<file path="config.mk">
export PLATFORM = sky130hd
export DESIGN_NAME = wpf_div
export DESIGN_NICKNAME = d
export VERILOG_FILES = /design/src/rtl/wpf_pkg.sv /design/src/rtl/wpf_div.sv
export SDC_FILE = /design/constraint.sdc
export NUM_CORES = 1
export LEC_CHECK = 0
export ABC_AREA = 1
export BUFFER_PORTS_ARGS = -buffer_cell sky130_fd_sc_hd__buf_2
export CAP_MARGIN = 20
export CORE_MARGIN = 2
export CORE_UTILIZATION = 47
export CTS_CLUSTER_SIZE = 30
export DETAILED_ROUTE_END_ITERATION = 8
export GPL_ROUTABILITY_DRIVEN = 0
export MAX_ROUTING_LAYER = met4
export PLACE_DENSITY = 0.62
export SETUP_SLACK_MARGIN = 0.05
export SYNTH_ARGS = -nofsm -noshare
export SYNTH_HDL_FRONTEND = slang
export SYNTH_SLANG_ARGS = --single-unit
</file>
<file path="constraint.sdc">
create_clock -name clk_i -period 8.8 [get_ports clk_i]
set_clock_uncertainty 0.15 [all_clocks]
set_input_delay 1.76 -clock clk_i [delete_from_list [all_inputs] [get_ports clk_i]]
set_output_delay 1.76 -clock clk_i [all_outputs]
set_load 0.02 [all_outputs]
</file>
<file path="src/rtl/wpf_pkg.sv">
// ----------------------------------------------------------------------------
// wpf_pkg - shared types and constants for the windowed profit-factor score
// Sizes of the per-strategy windows and sums, opcodes and the channel words.
// ----------------------------------------------------------------------------
package wpf_pkg;

  // sizes
  localparam int STRATEGIES = 16;
  localparam int WINDOW     = 32;
  localparam int STRAT_W    = 4;
  localparam int SLOT_W     = 5;
  localparam int FILL_W     = 6;
  localparam int PNL_W      = 32;
  localparam int SUM_W      = 37;
  localparam int SCORE_W    = 16;
  localparam int ADDR_W     = STRAT_W + SLOT_W;
  localparam int DEPTH      = STRATEGIES * WINDOW;
  localparam int QCNT_W     = 5;

  // opcodes
  localparam logic OP_RECORD = 1'b0;
  localparam logic OP_READ   = 1'b1;

  // score limits
  localparam logic [SCORE_W-1:0] SCORE_MAX  = 16'h7fff;
  localparam logic [SCORE_W-1:0] SCORE_ZERO = 16'h0000;

  localparam logic [FILL_W-1:0] FILL_FULL = FILL_W'(WINDOW);
  localparam logic [SLOT_W-1:0] SLOT_LAST = SLOT_W'(WINDOW - 1);

  // input word
  typedef struct packed {
    logic                     opcode;
    logic [STRAT_W-1:0]       strategy;
    logic signed [PNL_W-1:0]  pnl;
  } in_word_t;

  // result word
  typedef struct packed {
    logic [STRAT_W-1:0]         strategy_echo;
    logic signed [SCORE_W-1:0]  score;
    logic [FILL_W-1:0]          filled;
  } out_word_t;

  // ring write request
  typedef struct packed {
    logic              en;
    logic [ADDR_W-1:0] addr;
    logic [PNL_W-1:0]  data;
  } ring_wr_t;

  // divider request and response
  typedef struct packed {
    logic             start;
    logic [SUM_W-1:0] profit;
    logic [SUM_W-1:0] loss;
  } div_req_t;

  typedef struct packed {
    logic               done;
    logic [SCORE_W-1:0] score;
  } div_rsp_t;

endpackage

</file>
<file path="src/rtl/wpf_div.sv">
// ----------------------------------------------------------------------------
// wpf_div - iterative score divider
// Computes 16384*(P-L)/L truncated toward zero and clamped to Q0.15, one
// quotient bit per cycle with a shared subtract/compare.
// ----------------------------------------------------------------------------
module wpf_div
  import wpf_pkg::*;
(
  input  logic     clk_i,
  input  logic     rst_ni,
  input  div_req_t req_i,
  output div_rsp_t rsp_o
);

  localparam logic [2:0] D_IDLE = 3'd0;
  localparam logic [2:0] D_CHK  = 3'd1;
  localparam logic [2:0] D_RUN  = 3'd2;
  localparam logic [2:0] D_FIN  = 3'd3;
  localparam logic [2:0] D_DONE = 3'd4;

  logic [2:0]         state_q, state_d;
  logic [SUM_W-1:0]   rem_q, rem_d;
  logic [SUM_W-1:0]   div_q, div_d;
  logic [15:0]        lo_q, lo_d;
  logic [15:0]        quo_q, quo_d;
  logic [QCNT_W-1:0]  cnt_q, cnt_d;
  logic               neg_q, neg_d;
  logic [SCORE_W-1:0] res_q, res_d;

  logic [SUM_W:0]     p_minus_l;
  logic [SUM_W-1:0]   diff;
  logic [SUM_W:0]     shifted;
  logic [SUM_W:0]     trial;
  logic               ge;

  // magnitude of P-L at start
  assign p_minus_l = {1'b0, req_i.profit} - {1'b0, req_i.loss};
  assign diff      = p_minus_l[SUM_W] ? (req_i.loss - req_i.profit) : p_minus_l[SUM_W-1:0];

  // shared subtract and compare
  assign shifted = {rem_q, lo_q[15]};
  assign trial   = shifted - {1'b0, div_q};
  assign ge      = (state_q == D_CHK) ? (rem_q >= div_q) : !trial[SUM_W];

  // sequencer
  always_comb begin
    state_d = state_q;
    rem_d   = rem_q;
    div_d   = div_q;
    lo_d    = lo_q;
    quo_d   = quo_q;
    cnt_d   = cnt_q;
    neg_d   = neg_q;
    res_d   = res_q;
    case (state_q)
      D_IDLE: begin
        if (req_i.start) begin
          if (req_i.loss == '0) begin
            res_d   = (req_i.profit != '0) ? SCORE_MAX : SCORE_ZERO;
            state_d = D_DONE;
          end else begin
            rem_d   = {2'b00, diff[SUM_W-1:2]};
            lo_d    = {diff[1:0], 14'd0};
            div_d   = req_i.loss;
            neg_d   = p_minus_l[SUM_W];
            state_d = D_CHK;
          end
        end
      end
      D_CHK: begin
        // quotient would not fit 16 bits: only reachable when positive
        if (ge) begin
          res_d   = SCORE_MAX;
          state_d = D_DONE;
        end else begin
          cnt_d   = '0;
          quo_d   = '0;
          state_d = D_RUN;
        end
      end
      D_RUN: begin
        rem_d = ge ? trial[SUM_W-1:0] : shifted[SUM_W-1:0];
        quo_d = {quo_q[14:0], ge};
        lo_d  = {lo_q[14:0], 1'b0};
        cnt_d = cnt_q + 1'b1;
        if (cnt_q == '1 >> 1) begin
          state_d = D_FIN;
        end
      end
      D_FIN: begin
        if (neg_q) begin
          res_d = ~quo_q + 16'd1;
        end else begin
          res_d = quo_q[15] ? SCORE_MAX : quo_q;
        end
        state_d = D_DONE;
      end
      D_DONE: begin
        state_d = D_IDLE;
      end
      default: begin
        state_d = D_IDLE;
      end
    endcase
  end

  // control registers
  always_ff @(posedge clk_i or negedge rst_ni) begin
    if (!rst_ni) begin
      state_q <= D_IDLE;
      cnt_q   <= '0;
    end else begin
      state_q <= state_d;
      cnt_q   <= cnt_d;
    end
  end

  // datapath registers
  always_ff @(posedge clk_i) begin
    rem_q <= rem_d;
    div_q <= div_d;
    lo_q  <= lo_d;
    quo_q <= quo_d;
    neg_q <= neg_d;
    res_q <= res_d;
  end

  assign rsp_o.done  = (state_q == D_DONE);
  assign rsp_o.score = res_q;

endmodule

</file>
==> flow_metrics.py <==
metrics = {
    "synth": {
        "synth_simple_gate_area_frac": 0.341,
        "synth_top_flop_cell": "edfxtp_1",
        "synth_compound_area_frac": 0.135,
        "synth-edff-count": 109,
        "yosys.area.top_type_share": 0.229,
        "synth_xor_area_frac": 0.0367,
        "ys_ff_latch": 117,
        "syn_area_per_cell_um2": 6.41,
        "synth_top_area_cell": "edfxtp_1",
        "synth_area_um2": 14300,
        "synthesis.nets": 2461,
        "synth_top_family_by_area": "simple AND/OR/NAND/NOR gates",
        "yosysWarnings": 0,
        "synth.area.mux_share": 0,
        "async_flop_share": 0.0684,
        "ys_top_cells_by_area": "edfxtp_1 (23%), nand2_1 (18%), ha_1 (13%)",
        "ys_seq_area_frac": 0.243,
        "syn_inst": 2231,
        "yosysUniqueCellTypes": 51,
        "synthAdderAreaFrac": 0.135,
    },
    "place": {
        "io_buffers": 93,
        "pre_cts_slack_ps": 3790,
        "dp_hpwl_mm": 41.6,
    },
    "clocking": {
        "postCtsHoldBufs": 0,
        "htree_levels": 4,
        "postCtsSetupBuffers": 0,
        "clk_path_buf_depth": 2,
        "clkTransAtPathRegs_ps": 60,
        "cts_tree": "done",
        "clock_sinks": 117,
        "cts_buffers": 17,
        "cts_root_buf": "clkbuf_16",
        "clock_latency_ps": 430,
        "ctsResizeCount": 0,
    },
    "floorplanning": {
        "die_h_um": 178,
        "core_area_um2": 29800,
        "num_io_pins": 94,
        "die_area_um2": 31800,
        "die_w_um": 178,
        "fp-row-count": 63,
        "start_util": 0.480,
    },
    "setup_path": {
        "cp.required_ps": 8830,
        "crit_arrival_ps": 4670,
        "crit_fanout": 4,
        "reg2reg_depth": 16,
        "critPathLaunch": "req_i[37]",
        "r2r_start": "div_q[11]",
        "r2r_setup_slack_ps": 4820,
        "path_class": "in -> reg",
        "crit_path_end_kind": "register",
        "start_kind": "input port",
        "rr_endpoint": "rem_q[33]",
    },
    "detailed_routing": {
        "num_vias": 15200,
        "ant_nets": 0,
        "finalWirelength_mm": 50.0,
        "dr.pass1.iters": 6,
        "routed_via_density": 5.60,
        "remaining_drc_errors": 0,
        "first_iter_violations": 1530,
        "wl_per_cell_um": 18.5,
    },
    "global_route": {
        "grt_usage": 0.326,
        "antenna_found_initial": 0,
        "grt_pass1_wl_mm": 77.4,
        "grt_max_degree": 60,
        "overflow": 0,
        "grt_pass1_vias": 14400,
    },
    "timing": {
        "min_period_ps": 4640,
        "setup_ws_ps": 4160,
        "finalCritPeriodShare": 0.527,
        "rsz0062_at_grt": "no",
        "setup_tns_ps": 0,
        "max-slew-margin-rel": 0.356,
        "worst_pin_slew_ps": 955,
        "setup_viol": 0,
        "fmax_mhz": 215,
        "hold_viol_final": 0,
        "final_max_slew_viol_count": 0,
    },
    "flow_run": {
        "maxCapViolations": 0,
    },
    "min_path": {
        "whs_endpoint": "cnt_q[4]",
        "whs_path_depth": 2,
        "hp-class": "reg -> reg",
        "hp-start": "cnt_q[4]",
    },
    "pwr": {
        "ir_worst_vdd_uv": 160,
        "leakagePower_nw": 8.00,
        "powerDensity_nw_per_um2": 320,
    },
    "cells_and_area": {
        "fin_nets": 2531,
        "area_growth_pct": 9.62,
        "n_antenna_cell": 0,
        "layout-drive-gt1-share": 0.0735,
    },
    "outcome": {
        "status": "finished clean",
    },
}
## sequential cells by signal, indices dropped and copies added (netlist names)
signal,flops
neg_q,1
state_q,3
res_q,16
rem_q,37
quo_q,16
lo_q,2
div_q,37
cnt_q,5
## report_power, final
part / leakage (nW) / switching, W / internal (W) / total, W
registers: 1.13 / 0.000188 / 0.000940 / 0.00113
clock network: 0.294 / 0.000281 / 0.000464 / 0.000745
logic: 6.57 / 0.00214 / 0.000999 / 0.00314
## layout by cell type (no fill, tap or decap), drive strengths merged, types with 19 or more instances in the layout
| master | count |
|---|---|
| nand2 | 706 |
| inv | 336 |
| nor2 | 220 |
| a21oi | 157 |
| nand3 | 152 |
| ha | 150 |
| o21ai | 117 |
| edfxtp | 109 |
| buf | 101 |
| xor2 | 44 |
| nor3 | 35 |
| nand4 | 31 |
| clkbuf | 19 |
## worst max path at each step
| stage | endpoint | slack (ps) | depth (start not counted) |
|---|---|---|---|
| floorplan | lo_q[14] | 3270 | 6 |
| global placement | rem_q[30] | 3780 | 15 |
| detailed placement | rem_q[28] | 3790 | 16 |
| CTS | rem_q[28] | 4230 | 16 |
| global route | rem_q[28] | 3980 | 16 |
| finish | rem_q[28] | 4160 | 16 |
## per-layer routing
layer  global-route usage  share of wire  vias to the layer above  routed length, um
met5                    -              0                        -                  0
met3               0.0303          0.064                      133               3210
met1                0.439           0.46                     6963              22800
met2                0.500           0.44                      670              21800
li1                     -              -                     7388                  -
met4                0.140          0.045                        0               2270
## cells in the mapped netlist (16+ instances only)
cell type and instances:
nand4_1 31, nor3_1 35, nand3_1 148, nand2_1 697, o21ai_0 109, xnor2_1 16
inv_1 329, o21bai_1 17, xor2_1 44, nor2_1 214, o21a_1 17, buf_2 17
edfxtp_1 109, ha_1 150, a21oi_1 153
## logic make-up after synthesis
| kind of cell | Yosys count |
|---|---|
| buffers and inverters | 384 |
| xor gates and xnor gates | 60 |
| AOI/OAI and AO/OA | 344 |
| adders and majority gates | 153 |
| DFF | 117 |
| and+or+nand+nor | 1173 |
## worst max-delay path, cell delays in order
cell and delay, ps:
buf_2 170, inv_1 60, ha_1 270, fa_1 460
o21ai_0 470, inv_1 220, o21ai_0 370, nand2_1 90
nand2_1 220, nand2_1 120, nand3_1 100, nand2_1 90
nand2_1 80, nand2_1 60, nand2_1 60, nand2_1 60
## area by class of cell
cell class | instances | area, um2
fill | 3110 | 14100
clock buffer | 19 | 453
sequential | 117 | 3470
timing repair buffer | 101 | 538
inverter | 334 | 1250
tap | 390 | 488
clock inverter | 13 | 171
multi-input combinational | 1730 | 9310
## stage by stage
stage / cells / instance area (um2) / util / hold slack, ps / power (W)
2_1_floorplan: 2231 / 14300 / - / 344 / 0.00333
3_3_place_gp: 2670 / 15000 / 0.504 / 356 / 0.00414
3_5_place_dp: 2672 / 15100 / 0.505 / 372 / 0.00419
4_1_cts: 2704 / 15700 / 0.526 / 391 / 0.00496
5_1_grt: 2704 / 15700 / 0.526 / 405 / 0.00543
6_report: 2704 / 15700 / 0.526 / 391 / 0.00501
(Power assumes the default switching activity.)
